File: src/hw/rtl/b64d_pkg.sv
// Shared types, codes and the character classifier of the base64 stream decoder.
`default_nettype none

package b64d_pkg;

    // Default width of the decoded byte counter.
    localparam int LENGTH_BITS_DEF = 24;

    // Depth of the result queue; a power of two, at least four.
    localparam int RES_DEPTH = 8;

    // Most results that one input word can cause.
    localparam int MAX_RESULTS = 3;

    // Symbol codes above the six-bit alphabet.
    localparam logic [6:0] SYM_SKIP = 7'd64;
    localparam logic [6:0] SYM_PAD  = 7'd65;
    localparam logic [6:0] SYM_BAD  = 7'd66;

    // Capacity after reset.
    localparam logic [23:0] CAP_RESET = 24'hFF_FFFF;

    typedef enum logic {
        CMD_CHAR = 1'b0,
        CMD_END  = 1'b1
    } cmd_t;

    typedef enum logic [1:0] {
        MODE_RUN = 2'd0,
        MODE_PAD = 2'd1,
        MODE_BAD = 2'd2,
        MODE_OVF = 2'd3
    } mode_t;

    typedef enum logic [1:0] {
        ST_OK       = 2'd0,
        ST_BAD_CHAR = 2'd1,
        ST_OVERFLOW = 2'd2
    } status_t;

    // One result word as it leaves the block.
    typedef struct packed {
        logic [7:0]  out_byte;
        logic        is_status;
        logic [1:0]  status;
        logic [23:0] out_length;
        logic        last;
    } result_t;

    // Up to three result words written into the queue in one cycle.
    typedef struct packed {
        logic [1:0]          count;
        result_t [2:0]       entries;
    } push_t;

    // Map a character code to its six-bit symbol or to a special code.
    function automatic logic [6:0] classify(input logic [7:0] c);
        logic [6:0] s;
        if (c >= 8'h41 && c <= 8'h5A) begin
            s = 7'(c - 8'h41);
        end else if (c >= 8'h61 && c <= 8'h7A) begin
            s = 7'(c - 8'h61 + 8'd26);
        end else if (c >= 8'h30 && c <= 8'h39) begin
            s = 7'(c - 8'h30 + 8'd52);
        end else if (c == 8'h2B) begin
            s = 7'd62;
        end else if (c == 8'h2F) begin
            s = 7'd63;
        end else if (c == 8'h3D) begin
            s = SYM_PAD;
        end else if (c == 8'h0A) begin
            s = SYM_SKIP;
        end else begin
            s = SYM_BAD;
        end
        return s;
    endfunction

endpackage

`default_nettype wire

File: src/hw/rtl/base64_stream_decoder.sv
// Top level of the base64 stream decoder.
// One character or end marker is taken per cycle whenever the eight-word result
// queue has room for three more words. Each four symbols give three byte words,
// and each end marker gives up to two leftover bytes and one status word. Words
// leave the queue one per cycle while out_stall is low; no input pattern yields
// more than one word per input word on average, and bursts of three are at least
// four input words apart, so characters follow back to back and the input stalls
// only while the output side holds words back. With an empty queue, the first
// result appears at the output in the cycle after the input word that caused it.
`default_nettype none

module base64_stream_decoder #(
    parameter int LENGTH_BITS = b64d_pkg::LENGTH_BITS_DEF
) (
    input  wire logic           clk,
    input  wire logic           rst_n,
    input  wire logic           in_valid,
    output logic                in_stall,
    input  wire logic           cmd,
    input  wire logic [7:0]     ch,
    output logic                out_valid,
    input  wire logic           out_stall,
    output logic [7:0]          out_byte,
    output logic                is_status,
    output logic [1:0]          status,
    output logic [23:0]         out_length,
    output logic                last,
    input  wire logic           cfg_we,
    input  wire logic [23:0]    cfg_data
);

    logic               accept;
    logic               pop;
    logic               full3;
    b64d_pkg::push_t    push;
    b64d_pkg::result_t  head;

    assign in_stall = full3;
    assign accept   = in_valid && !full3;
    assign pop      = out_valid && !out_stall;

    // Decoder state and result generation.
    b64d_core #(
        .LENGTH_BITS (LENGTH_BITS)
    ) u_core (
        .clk      (clk),
        .rst_n    (rst_n),
        .accept   (accept),
        .cmd      (cmd),
        .ch       (ch),
        .cfg_we   (cfg_we),
        .cfg_data (cfg_data),
        .push     (push)
    );

    // Result queue towards the output channel.
    b64d_res_fifo u_fifo (
        .clk        (clk),
        .rst_n      (rst_n),
        .push       (push),
        .pop        (pop),
        .full3      (full3),
        .head_valid (out_valid),
        .head       (head)
    );

    assign out_byte   = head.out_byte;
    assign is_status  = head.is_status;
    assign status     = head.status;
    assign out_length = head.out_length;
    assign last       = head.last;

endmodule

`default_nettype wire

File: src/hw/rtl/b64d_core.sv
// Decode state, capacity register and result generation for one input word.
`default_nettype none

module b64d_core #(
    parameter int LENGTH_BITS = b64d_pkg::LENGTH_BITS_DEF
) (
    input  wire logic           clk,
    input  wire logic           rst_n,
    input  wire logic           accept,
    input  wire logic           cmd,
    input  wire logic [7:0]     ch,
    input  wire logic           cfg_we,
    input  wire logic [23:0]    cfg_data,
    output b64d_pkg::push_t     push
);

    localparam int LW = (LENGTH_BITS > 24) ? LENGTH_BITS : 24;

    logic [23:0]            cap_reg;
    logic [23:0]            buf_reg, buf_next;
    logic [1:0]             sc_reg, sc_next;
    logic [LENGTH_BITS-1:0] cnt_reg, cnt_next;
    b64d_pkg::mode_t        mode_reg, mode_next;

    logic [6:0]             sym;
    logic [23:0]            shifted;
    logic [1:0]             need;
    logic [LW-1:0]          cap_ext, cmax_ext, lim, cnt_ext, len_ext;
    logic                   room;

    // Build a byte result word.
    function automatic b64d_pkg::result_t byte_word(input logic [7:0] b, input logic lst);
        b64d_pkg::result_t r;
        r            = '0;
        r.out_byte   = b;
        r.last       = lst;
        return r;
    endfunction

    assign sym     = b64d_pkg::classify(ch);
    assign shifted = {buf_reg[17:0], sym[5:0]};

    // Bytes that this word would add to the count.
    always_comb
    begin
        if (cmd == b64d_pkg::CMD_CHAR) begin
            need = 2'd3;
        end else if (sc_reg == 2'd3) begin
            need = 2'd2;
        end else if (sc_reg == 2'd2) begin
            need = 2'd1;
        end else begin
            need = 2'd0;
        end
    end

    // Capacity check against the smaller of the register and the counter range.
    assign cap_ext  = LW'(cap_reg);
    assign cmax_ext = LW'({LENGTH_BITS{1'b1}});
    assign lim      = (cap_ext < cmax_ext) ? cap_ext : cmax_ext;
    assign cnt_ext  = LW'(cnt_reg);
    assign room     = ({1'b0, lim} >= ({1'b0, cnt_ext} + (LW+1)'(need)));

    // Next state and the result words of this input word.
    always_comb
    begin
        b64d_pkg::mode_t end_mode;
        logic [1:0]      n;
        end_mode  = mode_reg;
        n         = 2'd0;
        push      = '0;
        buf_next  = buf_reg;
        sc_next   = sc_reg;
        cnt_next  = cnt_reg;
        mode_next = mode_reg;
        len_ext   = '0;
        if (cmd == b64d_pkg::CMD_CHAR) begin
            if (mode_reg == b64d_pkg::MODE_RUN) begin
                priority if (sym == b64d_pkg::SYM_SKIP) begin
                    mode_next = mode_reg;
                end else if (sym == b64d_pkg::SYM_BAD) begin
                    mode_next = b64d_pkg::MODE_BAD;
                end else if (sym == b64d_pkg::SYM_PAD) begin
                    mode_next = b64d_pkg::MODE_PAD;
                end else begin
                    buf_next = shifted;
                    if (sc_reg != 2'd3) begin
                        sc_next = sc_reg + 2'd1;
                    end else if (!room) begin
                        mode_next = b64d_pkg::MODE_OVF;
                    end else begin
                        push.entries[0] = byte_word(shifted[23:16], 1'b0);
                        push.entries[1] = byte_word(shifted[15:8], 1'b0);
                        push.entries[2] = byte_word(shifted[7:0], 1'b1);
                        push.count      = 2'd3;
                        cnt_next        = cnt_reg + LENGTH_BITS'(need);
                        buf_next        = '0;
                        sc_next         = 2'd0;
                    end
                end
            end
        end else begin
            // End of string: flush the leftover, then report and clear.
            if ((mode_reg == b64d_pkg::MODE_RUN) || (mode_reg == b64d_pkg::MODE_PAD)) begin
                if (sc_reg == 2'd3) begin
                    if (room) begin
                        push.entries[0] = byte_word(buf_reg[17:10], 1'b0);
                        push.entries[1] = byte_word(buf_reg[9:2], 1'b0);
                        n               = 2'd2;
                        cnt_next        = cnt_reg + LENGTH_BITS'(need);
                    end else begin
                        end_mode = b64d_pkg::MODE_OVF;
                    end
                end else if (sc_reg == 2'd2) begin
                    if (room) begin
                        push.entries[0] = byte_word(buf_reg[11:4], 1'b0);
                        n               = 2'd1;
                        cnt_next        = cnt_reg + LENGTH_BITS'(need);
                    end else begin
                        end_mode = b64d_pkg::MODE_OVF;
                    end
                end
            end
            len_ext = LW'(cnt_next);
            push.entries[n].is_status  = 1'b1;
            push.entries[n].out_length = len_ext[23:0];
            push.entries[n].last       = 1'b1;
            unique case (end_mode)
                b64d_pkg::MODE_BAD: push.entries[n].status = b64d_pkg::ST_BAD_CHAR;
                b64d_pkg::MODE_OVF: push.entries[n].status = b64d_pkg::ST_OVERFLOW;
                default:            push.entries[n].status = b64d_pkg::ST_OK;
            endcase
            push.count = n + 2'd1;
            buf_next   = '0;
            sc_next    = 2'd0;
            cnt_next   = '0;
            mode_next  = b64d_pkg::MODE_RUN;
        end
        if (!accept) begin
            push.count = 2'd0;
        end
    end

    // Capacity register.
    always_ff @(posedge clk or negedge rst_n)
    begin
        if (!rst_n) begin
            cap_reg <= b64d_pkg::CAP_RESET;
        end else if (cfg_we) begin
            cap_reg <= cfg_data;
        end
    end

    // Decode state.
    always_ff @(posedge clk or negedge rst_n)
    begin
        if (!rst_n) begin
            buf_reg  <= '0;
            sc_reg   <= '0;
            cnt_reg  <= '0;
            mode_reg <= b64d_pkg::MODE_RUN;
        end else if (accept) begin
            buf_reg  <= buf_next;
            sc_reg   <= sc_next;
            cnt_reg  <= cnt_next;
            mode_reg <= mode_next;
        end
    end

endmodule

`default_nettype wire

File: src/hw/rtl/b64d_res_fifo.sv
// Result queue: takes up to three words a cycle and hands out one a cycle while popped.
`default_nettype none

module b64d_res_fifo (
    input  wire logic               clk,
    input  wire logic               rst_n,
    input  wire b64d_pkg::push_t    push,
    input  wire logic               pop,
    output logic                    full3,
    output logic                    head_valid,
    output b64d_pkg::result_t       head
);

    localparam int DEPTH  = b64d_pkg::RES_DEPTH;
    localparam int PTR_W  = $clog2(DEPTH);
    localparam int CNT_W  = $clog2(DEPTH + 1);

    b64d_pkg::result_t  mem [DEPTH];
    logic [PTR_W-1:0]   wr_ptr_reg, rd_ptr_reg;
    logic [CNT_W-1:0]   count_reg, count_next;

    assign head_valid = (count_reg != '0);
    assign head       = mem[rd_ptr_reg];
    // Too little room for the worst case of one more input word.
    assign full3      = (count_reg > CNT_W'(DEPTH - b64d_pkg::MAX_RESULTS));

    assign count_next = count_reg + CNT_W'(push.count) - CNT_W'(pop);

    // Storage: up to three consecutive slots written per cycle.
    always_ff @(posedge clk)
    begin
        for (int i = 0; i < b64d_pkg::MAX_RESULTS; i++) begin
            if (2'(i) < push.count) begin
                mem[wr_ptr_reg + PTR_W'(i)] <= push.entries[i];
            end
        end
    end

    // Pointers and fill count.
    always_ff @(posedge clk or negedge rst_n)
    begin
        if (!rst_n) begin
            wr_ptr_reg <= '0;
            rd_ptr_reg <= '0;
            count_reg  <= '0;
        end else begin
            wr_ptr_reg <= wr_ptr_reg + PTR_W'(push.count);
            rd_ptr_reg <= rd_ptr_reg + PTR_W'(pop);
            count_reg  <= count_next;
        end
    end

endmodule

`default_nettype wire

File: config.mk
export PLATFORM = sky130hd
export DESIGN_NAME = base64_stream_decoder
export DESIGN_NICKNAME = d
export VERILOG_FILES = /design/src/hw/rtl/b64d_pkg.sv /design/src/hw/rtl/base64_stream_decoder.sv /design/src/hw/rtl/b64d_core.sv /design/src/hw/rtl/b64d_res_fifo.sv
export SDC_FILE = /design/constraint.sdc
export NUM_CORES = 1
export LEC_CHECK = 0
export ABC_AREA = 1
export BUFFER_PORTS_ARGS = -buffer_cell sky130_fd_sc_hd__buf_4
export CORE_ASPECT_RATIO = 2
export CORE_MARGIN = 2
export CORE_UTILIZATION = 32
export DETAILED_ROUTE_END_ITERATION = 7
export RECOVER_POWER = 25
export REMOVE_ABC_BUFFERS = 1
export SYNTH_ARGS = -nofsm -noshare
export SYNTH_HDL_FRONTEND = slang
export SYNTH_HIERARCHICAL = 1
export SYNTH_SLANG_ARGS = --single-unit
export TNS_END_PERCENT = 1
File: constraint.sdc
create_clock -name clk -period 14.9 [get_ports clk]
set_clock_uncertainty 0.15 [all_clocks]
set_input_delay 1.49 -clock clk [delete_from_list [all_inputs] [get_ports clk]]
set_output_delay 1.49 -clock clk [all_outputs]
set_load 0.02 [all_outputs]
Word-level counts from Yosys, hierarchy flattened

Memories as Yosys holds them, arrays and structs flattened.
Cells that the tools add are included.

Flip-flop bits (word level): 80
Memory bits (writable): 288
Bits of input ports: 38
Output and inout bits: 38
Logic and storage cells: 162
Memories kept: 1

Memories:

| memory     | depth | bits a word | read ports | clocked after memory_dff | wr ports | RTL line            | text |
|---|---|---|---|---|---|---|---|
| u_fifo.mem | 8     | 36          | 1          | 0                        | 3        | b64d_res_fifo.sv:18 | `b64d_pkg::result_t mem [DEPTH];` |

$add $sub $neg: 15
$lt $le $gt $ge: 14
Equality and inequality tests: 18
Mux-type cells: 89
Reduce and logical (&&, ||, !) cells: 17

Operators with widths:

| operator                                                                             | number |
|---|---|
| 110-bit two-way mux                                                                  | 7 |
| 108-bit bitwise mux                                                                  | 6 |
| 36-bit demux with 2-bit select                                                       | 4 |
| 24-bit two-way mux                                                                   | 12 |
| 72-bit two-way mux                                                                   | 3 |
| 108-bit one-hot mux with 2 select lines                                              | 1 |
| 36-bit two-way mux                                                                   | 4 |
| 18-bit two-way mux                                                                   | 7 |
| 2-bit two-way mux                                                                    | 27 |
| 7-bit two-way mux                                                                    | 6 |
| 28-bit two-way mux                                                                   | 1 |
| 27-bit two-way mux                                                                   | 1 |
| 24-bit by 2-bit adder with 25-bit output                                             | 1 |
| 24-bit by 25-bit greater-or-equal comparator with 1-bit output                       | 1 |
| 25-bit two-way mux                                                                   | 1 |
| 24-bit by 2-bit adder with 24-bit output                                             | 1 |
| 8-bit by 6-bit == test with 1-bit output (second input constant)                     | 3 |
| 24-bit < comparator (second input constant)                                          | 1 |
| 7-bit == test (second input constant)                                                | 3 |
| 8-bit by 7-bit greater-or-equal comparator with 1-bit output (second input constant) | 2 |
| 8-bit by 7-bit <= comparator with 1-bit output (second input constant)               | 2 |
| 7-bit subtractor (second input constant)                                             | 2 |
| 6-bit AND reduction                                                                  | 2 |
| 2-bit != test (second input constant)                                                | 5 |
| other kinds (31)                                                                     | 50 |

Longest topological paths before layout

Gate-level depths: netlist of run 1.

Depth after elaboration: 25
Gate-level depth with buffers: 37

Modules after synthesis

Netlist of run 1, hierarchy kept.

Modules (own cells, without submodules):

| module                | times used | cells an instance | area an instance (µm²) | seq. area each (µm²) |
|---|---|---|---|---|
| b64d_res_fifo         | 1          | 2719              | 20094.3                | 8898.5 |
| b64d_core             | 1          | 1002              | 6757.7                 | 1781.7 |
| base64_stream_decoder | 1          | 4                 | 20.0                   | 0.0 |

Least setup slack after synthesis of run 1

Ideal clock, no wire load.

Path type: input -> register
Start point: input port cmd
End point: memory u_fifo/mem[5][0] (netlist bit), enable pin
Library setup time: 0.399 ns
Arrival time: 7.167 ns
Required time: 14.351 ns
Setup slack: 7.183 ns
Cell stages on the path: 35
Buffers on the path: 7
Cells stage by stage: buf_2 -> buf_1 -> buf_1 -> nand2_1 -> ha_1 -> fa_1 -> nand3_1 -> nor2_2 -> nand3_1 -> inv_1 -> nand4_1 -> xor2_1 -> ha_1 -> nand4_1 -> inv_1 -> a21oi_1 -> nand2_1 -> nand2_1 -> nand2_1 -> nand2_1 -> nand2_2 -> buf_6 -> buf_2 -> nand3_1 -> inv_1 -> ha_1 -> nand2_1 -> inv_1 -> nor2_1 -> nand2_1 -> inv_1 -> nand4_1 -> buf_2 -> buf_1 -> nand3_1

RTL lines:

| what            | RTL line                    | text |
|---|---|---|
| start, declared | base64_stream_decoder.sv:19 | `input wire logic cmd,` |
| end, declared   | b64d_res_fifo.sv:18         |  |

==> results_tabular.tex, run 1 <==
\begin{tabular}{lr}
\hline
Metric & Value \\
\hline
\multicolumn{2}{l}{\textbf{Routing}} \\
Detail Route Antenna Nets & 0 \\
Number of optimization iterations in the first detailed-route pass & 8 \\
Iter 0 DRT Violations & between 2000 and 3000 \\
Total via count in the routed design & roughly 26000 \\
Mean routed wirelength per cell & 21.3 um \\
Via density per instance & 5.60 \\
Total length of routed wires & 98.6 mm \\
Post-route DRC & 1 \\
\multicolumn{2}{l}{\textbf{Critical path}} \\
Critical-path cell with the highest stage delay & sky130\_fd\_sc\_hd\_\_clkbuf\_1 \\
FF-to-FF path depth & 32 \\
Biggest fanout along the worst timing path & 50 \\
Most common cell type on the critical path & sky130\_fd\_sc\_hd\_\_nand2\_1 \\
Sort of element at the end of the critical path & flip-flop \\
Classification of the worst setup path & input port to flip-flop \\
Stage delay of the slowest cell on the critical path & 1.03 ns \\
CP bufs+invs & 6 \\
Setup crit start & cmd \\
Setup crit start kind & input port \\
Worst R2R Start & u\_core/sc\_reg[0]\$\_DFFE\_PN0P\_ \\
Crit. path cell count & 31 \\
Arrival time at the worst endpoint & just over 10 ns \\
WP data required & approximately 15 ns \\
Kind of cell adding the most delay to the critical path & simple AND/OR/NAND/NOR gates \\
\multicolumn{2}{l}{\textbf{Power and ir drop}} \\
Max IR drop VDD & between 200 and 250 uV \\
Power density of the placed cells & between 150 and 200 nW/um2 \\
Leakage & between 10 and 15 nW \\
\multicolumn{2}{l}{\textbf{Status}} \\
Status & finished, violations left \\
Violated checks & design-rule violations, max-capacitance violations, max-slew violations \\
\multicolumn{2}{l}{\textbf{Floorplan}} \\
Starting density of the core & 0.322 \\
Total Die Area & $\sim$86000 um2 \\
Number of top-level pins & 76 \\
Die height & 414 um \\
Die extent in x & 209 um \\
Number of core rows & 150 \\
Core Area & $\sim$83000 um2 \\
\multicolumn{2}{l}{\textbf{Timing}} \\
Remaining max-slew budget at the tightest pin & -1.53 \\
Final Max Tran Viols & 340 \\
Clock period minus worst slack & $\sim$10 ns \\
Final setup violation count & 0 \\
Highest achievable clock rate & between 90 and 100 MHz \\
Worst-margin pin slew & roughly 3.8 ns \\
Setup TNS Final & 0 ns \\
Fin worst setup slack & about 4.8 ns \\
Final-report hold violation count & 0 \\
RSZ-0062 raised after global routing & no \\
Tcrit/Tclk final & 0.681 \\
\multicolumn{2}{l}{\textbf{Worst hold path}} \\
Hold Crit Depth & 2 \\
Worst Hold Class & flip-flop to flip-flop \\
Beginning of the worst hold path & u\_core/buf\_reg[15]\$\_DFFE\_PN0P\_ \\
\multicolumn{2}{l}{\textbf{Global routing}} \\
Number of global-route vias before repair & approximately 25000 \\
Maximum number of pins on one net before global-route repair & 84 \\
GRT met1 Usage & 0.234 \\
GRT Overall Usage & 0.222 \\
Initial antenna violation count & 2 \\
Global-route congestion overflow total & 0 \\
Global-route wire length before repair & around 150 mm \\
Top Usage Layer GRT & met2 \\
Met3 Track Usage GR & 0.0245 \\
Global routing usage on met2 & 0.406 \\
\multicolumn{2}{l}{\textbf{Finish}} \\
Number of cells in the finished layout apart from fillers & between 4000 and 5000 \\
Max reg flops & approximately 290 \\
Largest register by flop count & u\_fifo/mem \\
Fraction of final layout cells sized beyond drive strength 1 & 0.0846 \\
Synthesis-to-finish area growth & 5.87\% \\
Fraction of the core area covered by cells at the end of the flow & 0.341 \\
Layout net count & 3622 \\
\multicolumn{2}{l}{\textbf{Yosys}} \\
Async SR Flop Fraction & 0.217 \\
Number of synthesized register bits & around 370 \\
Total number of yosys warnings & 6 \\
Sequential share of the synthesized area & 0.397 \\
Gate count of the mapped netlist & $\sim$3700 \\
Number of flops mapped to enable cells by yosys & between 200 and 300 \\
Mean instance size in the synthesized netlist & between 7 and 8 um2 \\
Most used DFF post-synth & sky130\_fd\_sc\_hd\_\_edfxtp\_1 \\
Number of distinct library cells after synthesis & 46 \\
Synthesized cell area & $\sim$27000 um2 \\
\multicolumn{2}{l}{\textbf{Clock tree}} \\
Clock input transition at the sequential cells of the worst setup and hold paths & approximately 0.060 ns \\
Number of levels the H-tree was split into & 2 \\
CTS Buffer Depth & 3 \\
CTS tree & done \\
Number of clock sinks seen by CTS & about 370 \\
Root buf cell & sky130\_fd\_sc\_hd\_\_clkbuf\_16 \\
Post-CTS resize count & 0 \\
Insertion delay of the later-clocked pin in the worst-skew pair & between 0.5 and 0.6 ns \\
Setup repair bufs after CTS & 0 \\
Number of clock buffers inserted by TritonCTS & 35 \\
CTS Hold Buffers Added & 0 \\
\multicolumn{2}{l}{\textbf{Place}} \\
Number of cells after detailed placement & approximately 4600 \\
Placement Setup Slack & 5.50 ns \\
DP Wirelength & between 60 and 70 mm \\
Buffers on Ports & 75 \\
Placer congestion estimate & $\sim$0.9 \\
\multicolumn{2}{l}{\textbf{Job}} \\
Number of maximum-capacitance violations & 5 \\
\hline
\end{tabular}
where the power goes:
| group | switching, W | total [W] | internal (W) |
|---|---|---|---|
| clock | 0.000422 | 0.000949 | 0.000527 |
| combinational | 0.00172 | 0.00225 | 0.000527 |
| sequential | 0.000119 | 0.00142 | 0.00130 |
| total | 0.00226 | 0.00462 | 0.00235 |
synth_stat cells (all sizes together) (3+ instances only):
master  instances  area, um2
a21oi          83        427
nand2        1297       4930
nor3           16        101
nand4         301       1880
o21a           18        135
nor2          320       1280
mux2           23        259
xor2           18        158
clkinv         10       37.5
nand3         387       2090
inv           170        641
dfrtp          56       1400
xnor2          10       87.6
buf           251       1440
edfxtp        288       8650
o211ai         20        240
dfstp          24        631
clkbuf        102        384
o21ai         271       1360
nand3b          4       30.0
fa              3       60.1
ha             49        613
per-layer routing:
layer | vias up | part of all wire
li1 | 12100 | -
met5 | - | 0.000091
met4 | 2 | 0.083
met2 | 1275 | 0.51
met3 | 429 | 0.064
met1 | 12000 | 0.34
path summary, 6_finish.rpt:
| check | endpoint | slack [ns] |
|---|---|---|
| max reg2reg | u_fifo/mem[2][10]$_DFFE_PP_ | 5.71 |
| max in group asynchronous | u_core/cnt_ext[5]$_DFFE_PN0P_ | 9.66 |
| min reg2reg | u_core/buf_reg[15]$_DFFE_PN0P_ | 0.37 |
| min | u_core/buf_reg[15]$_DFFE_PN0P_ | 0.37 |
| max | u_fifo/mem[2][10]$_DFFE_PP_ | 4.75 |
| min in group asynchronous | u_fifo/count_reg[3]$_DFF_PN0_ | 0.96 |
tightest hold or removal path: stages, from the launching register on:
cell and delay, ns:
sky130_fd_sc_hd__dfrtp_1 0.36, sky130_fd_sc_hd__nand2_1 0.06, sky130_fd_sc_hd__o21ai_0 0.06
metrics by stage:
| step | power, W | hold slack (ns) | cell area [um2] |
|---|---|---|---|
| floorplan | 0.00280 | 0.315 | 25100 |
| global placement | 0.00369 | 0.338 | 27400 |
| detailed placement | 0.00371 | 0.361 | 27400 |
| CTS | 0.00466 | 0.378 | 28600 |
| global route | 0.00488 | 0.411 | 28400 |
| finish | 0.00462 | 0.369 | 28400 |
placed cells by master (no fill, tap or decap), types with 8 or more instances in the layout:
master,n
sky130_fd_sc_hd__nand2_1,1281
sky130_fd_sc_hd__nand3_1,355
sky130_fd_sc_hd__nor2_1,305
sky130_fd_sc_hd__nand4_1,301
sky130_fd_sc_hd__edfxtp_1,288
sky130_fd_sc_hd__o21ai_0,243
sky130_fd_sc_hd__inv_1,153
sky130_fd_sc_hd__buf_4,91
sky130_fd_sc_hd__a21oi_1,81
sky130_fd_sc_hd__dfrtp_1,54
sky130_fd_sc_hd__ha_1,48
sky130_fd_sc_hd__clkbuf_16,40
sky130_fd_sc_hd__clkbuf_1,38
sky130_fd_sc_hd__o21ai_1,26
sky130_fd_sc_hd__nand3_2,24
sky130_fd_sc_hd__dfstp_2,24
sky130_fd_sc_hd__mux2_2,23
sky130_fd_sc_hd__xor2_1,18
sky130_fd_sc_hd__o211ai_2,18
sky130_fd_sc_hd__o21a_1,18
sky130_fd_sc_hd__inv_2,14
sky130_fd_sc_hd__nor3_1,13
sky130_fd_sc_hd__nand2_2,12
sky130_fd_sc_hd__clkinv_1,11
sky130_fd_sc_hd__nor2_2,10
sky130_fd_sc_hd__xnor2_1,10
sky130_fd_sc_hd__nand3_4,8
final cells by class:
cell class	count	area, um2
inverters	180	684
diodes	1	2.50
clock inverters	12	118
well taps	1064	1330
fillers	8835	54900
clock buffers	49	1040
flip-flops and latches	368	10700
repair buffers	123	808
multi-input cells	2824	13800
logic make-up (layout without fill, tap and decap cells):
logic type                 after synthesis  after routing  synth area share
buffers and inverters                  533            364            0.0930
muxes                                   23             23           0.00964
AOI/OAI and AO/OA                      393            393            0.0809
adders and majority gates               52             52            0.0251
DFF                                    368            368             0.397
and+or+nand+nor                       2328           2328             0.385
xor gates and xnor gates                28             28           0.00913
other                                    0              1                 0
Power figures use the tool's default switching activity.
==> inputs of run 2 (changes only) <==
==> constraint.sdc (replaced) <==
create_clock -name clk -period 8.45 [get_ports clk]
set_clock_uncertainty 0.15 [all_clocks]
set_input_delay 0.845 -clock clk [delete_from_list [all_inputs] [get_ports clk]]
set_output_delay 0.845 -clock clk [all_outputs]
set_load 0.02 [all_outputs]
==> results_tabular.tex, run 2 (synthesized netlist as in run 1, its figures left out) <==
\begin{tabular}{lr}
\hline
Metric & Value \\
\hline
\multicolumn{2}{l}{\textbf{Finish}} \\
Synthesis-to-finish area growth & 6.50\% (was 5.87\%) \\
Area occupied by multi-input gates & 13800 um2 (about the same) \\
Max reg flops & 288 (unchanged) \\
Number of cells in the finished layout apart from fillers & 4639 (was 4621) \\
Largest register by flop count & u\_fifo/mem (unchanged) \\
Layout filler cell count & 8869 (was 8835) \\
Sequential Area & 10700 um2 (about the same) \\
Fraction of final layout cells sized beyond drive strength 1 & 0.0884 (was 0.0846) \\
Commonest cells after routing, fill and taps aside & sky130\_fd\_sc\_hd\_\_nand2\_1, sky130\_fd\_sc\_hd\_\_nand3\_1, sky130\_fd\_sc\_hd\_\_nor2\_1 (unchanged) \\
Layout net count & 3637 (was 3622) \\
Most common cell after layout, fill and taps aside & sky130\_fd\_sc\_hd\_\_nand2\_1 (unchanged) \\
\multicolumn{2}{l}{\textbf{Global routing}} \\
Global-route wire length before repair & 152 mm (was 148 mm) \\
GRT Overall Usage & 0.229 (was 0.222) \\
Global-route congestion overflow total & 0 (unchanged) \\
Number of global-route vias before repair & 25400 (was 24700) \\
Initial antenna violation count & 2 (unchanged) \\
Maximum number of pins on one net before global-route repair & 109 (was 84) \\
\multicolumn{2}{l}{\textbf{Clock tree}} \\
Setup repair bufs after CTS & 0 (unchanged) \\
CTS Buffer Depth & 3 (unchanged) \\
Insertion delay of the later-clocked pin in the worst-skew pair & 0.56 ns (about the same) \\
CTS tree & done (unchanged) \\
Number of clock sinks seen by CTS & 368 (unchanged) \\
Root buf cell & sky130\_fd\_sc\_hd\_\_clkbuf\_16 (unchanged) \\
Clock input transition at the sequential cells of the worst setup and hold paths & 0.07 ns (was 0.06 ns) \\
Post-CTS resize count & 0 (unchanged) \\
Number of levels the H-tree was split into & 2 (unchanged) \\
Number of clock buffers inserted by TritonCTS & 35 (unchanged) \\
CTS Hold Buffers Added & 1 (was 0) \\
\multicolumn{2}{l}{\textbf{Power and ir drop}} \\
Internal power contribution & 0.00415 W (was 0.00235 W) \\
PnR Total Power & 0.00824 W (was 0.00462 W) \\
Max IR drop VDD & 300 uV (was 208 uV) \\
Logic pwr share & 0.494 (was 0.488) \\
Part of the total power dissipated in the clock network & 0.202 (was 0.206) \\
Sequential share of power & 0.304 (was 0.307) \\
Leakage & 12.9 nW (was 12.8 nW) \\
Sw Ratio & 0.496 (was 0.490) \\
Net switching component of the power & 0.00408 W (was 0.00226 W) \\
Power density of the placed cells & 288 nW/um2 (was 162 nW/um2) \\
\multicolumn{2}{l}{\textbf{Timing}} \\
Remaining max-slew budget at the tightest pin & -1.80 (was -1.53) \\
Highest achievable clock rate & 129 MHz \\
Final Max Tran Viols & 366 (was 340) \\
Worst-margin pin slew & 4.19 ns (was 3.80 ns) \\
Final setup violation count & 0 (unchanged) \\
RSZ-0062 raised after global routing & no (unchanged) \\
Tcrit/Tclk final & 0.917 \\
Clock period minus worst slack & 7.74 ns \\
Worst hold slack & 0.363 ns (was 0.369 ns) \\
Final-report hold violation count & 0 (unchanged) \\
\multicolumn{2}{l}{\textbf{Status}} \\
Status & finished, violations left (unchanged) \\
Violated checks & max-capacitance violations, max-slew violations (was design-rule violations, max-capacitance violations, max-slew violations) \\
\multicolumn{2}{l}{\textbf{Routing}} \\
Via density per instance & 5.65 (was 5.60) \\
Total length of routed wires & 101 mm (was 98.6 mm) \\
Total via count in the routed design & 26200 (was 25900) \\
Post-route DRC & 0 (was 1) \\
Iter 0 DRT Violations & 2669 (was 2687) \\
Number of optimization iterations in the first detailed-route pass & 6 (was 8) \\
Mean routed wirelength per cell & 21.7 um (was 21.3 um) \\
Detail Route Antenna Nets & 0 (unchanged) \\
\multicolumn{2}{l}{\textbf{Critical path}} \\
Sort of element at the end of the critical path & output pin (was flip-flop) \\
FF-to-FF path depth & 28 (was 32) \\
Setup crit start kind & flip-flop (was input port) \\
Classification of the worst setup path & flip-flop to output pin (was input port to flip-flop) \\
Worst R2R Start & u\_core/sc\_reg[0]\$\_DFFE\_PN0P\_ (unchanged) \\
Worst-case register-to-register setup slack & 1.01 ns (was 5.71 ns) \\
Arrival time at the worst endpoint & 6.75 ns (was 10.21 ns) \\
Endpoint of the most critical register-to-register path & u\_fifo/mem[1][6]\$\_DFFE\_PP\_ (was u\_fifo/mem[2][10]\$\_DFFE\_PP\_) \\
WP data required & 7.46 ns (was 14.97 ns) \\
Biggest fanout along the worst timing path & 82 (was 50) \\
\multicolumn{2}{l}{\textbf{Floorplan}} \\
Number of core rows & 150 (unchanged) \\
Die height & 414 um (unchanged) \\
Starting density of the core & 0.322 (unchanged) \\
Core Area & 83300 um2 (unchanged) \\
Total Die Area & 86500 um2 (unchanged) \\
Die extent in x & 209 um (unchanged) \\
Number of top-level pins & 76 (unchanged) \\
\multicolumn{2}{l}{\textbf{Place}} \\
Placer congestion estimate & 0.901 (was 0.913) \\
Buffers on Ports & 75 (unchanged) \\
Number of cells after detailed placement & 4573 (was 4557) \\
DP Wirelength & 63.0 mm (was 62.8 mm) \\
\multicolumn{2}{l}{\textbf{Job}} \\
Number of maximum-capacitance violations & 5 (unchanged) \\
\multicolumn{2}{l}{\textbf{Worst hold path}} \\
Worst Hold Class & input port to flip-flop (was flip-flop to flip-flop) \\
Worst Hold End & u\_core/cap\_ext[22]\$\_DFFE\_PN1P\_ (was u\_core/buf\_reg[15]\$\_DFFE\_PN0P\_) \\
Beginning of the worst hold path & cfg\_data[22] (was u\_core/buf\_reg[15]\$\_DFFE\_PN0P\_) \\
Hold Crit Depth & 2 (unchanged) \\
\hline
\end{tabular}
run 2: cell types whose count changed in the layout (fill, tap and decap cells not counted), sizes merged:
cell,previous run,this run
buf,91,106
clkbuf,81,74
clkinv,15,20
inv,171,173
bufinv,2,3
clkinvlp,4,5
dlygate4sd3,0,1
run 2: worst max-delay path by stage:
stage | endpoint | start | cells past startpoint | slack (ns)
floorplan | u_fifo/mem[0][0]$_DFFE_PP_ | cmd | 27 | -1.75
global placement | u_fifo/mem[5][13]$_DFFE_PP_ | cmd | 28 | 1.21
detailed placement | u_fifo/mem[5][13]$_DFFE_PP_ | cmd | 28 | 1.08
CTS | u_fifo/mem[5][4]$_DFFE_PP_ | u_core/sc_reg[0]$_DFFE_PN0P_ | 26 | 1.33
global route | u_fifo/mem[3][6]$_DFFE_PP_ | u_core/sc_reg[0]$_DFFE_PN0P_ | 28 | 0.45
finish | out_length[3] | u_fifo/rd_ptr_reg[1]$_DFF_PN0_ | 6 | 0.71
run 2: area by class of cell:
type,count,share of cell area
clock inverters,21,0.00704
multi-input cells,2824,0.481
repair buffers,138,0.0349
inverters,180,0.0240
diodes,1,0.0000874
well taps,1064,0.0465
clock buffers,43,0.0334
flip-flops and latches,368,0.373
run 2: power by group through the flow:
| stage | clock (W) | combinational (W) | sequential [W] |
|---|---|---|---|
| 4_1_cts | 0.00170 | 0.00409 | 0.00250 |
| 3_3_place_gp | 0 | 0.00404 | 0.00253 |
| 2_1_floorplan | 0 | 0.00238 | 0.00255 |
| 3_5_place_dp | 0 | 0.00408 | 0.00254 |
| 5_1_grt | 0.00175 | 0.00441 | 0.00252 |
| 6_report | 0.00166 | 0.00407 | 0.00250 |
run 2: per-layer routing:
layer / global-route usage / vias up / part of all wire
met5: 0 / - / 0.000070
met4: 0.169 / 2 / 0.081
met3: 0.0359 / 507 / 0.075
met2: 0.412 / 1412 / 0.50
met1: 0.240 / 12100 / 0.34
li1: - / 12200 / -
run 2: stage by stage:
stage | TNS [ns] | area (um2) | util | setup slack (ns)
after floorplan | -396.12 | 25100 | - | -1.75
after global placement | 0 | 27600 | 0.331 | 1.21
after detailed placement | 0 | 27600 | 0.331 | 1.08
after CTS | 0 | 28700 | 0.345 | 1.33
after global routing | 0 | 28600 | 0.343 | 0.453
final | 0 | 28600 | 0.343 | 0.705
run 2: critical path, stage by stage (launching register included):
cell and delay, ns:
sky130_fd_sc_hd__dfrtp_1 2.51, sky130_fd_sc_hd__clkbuf_1 2.29, sky130_fd_sc_hd__o21ai_0 0.37, sky130_fd_sc_hd__o21ai_0 0.38
sky130_fd_sc_hd__nand2_1 0.08, sky130_fd_sc_hd__nand2_1 0.18, sky130_fd_sc_hd__clkbuf_1 0.28
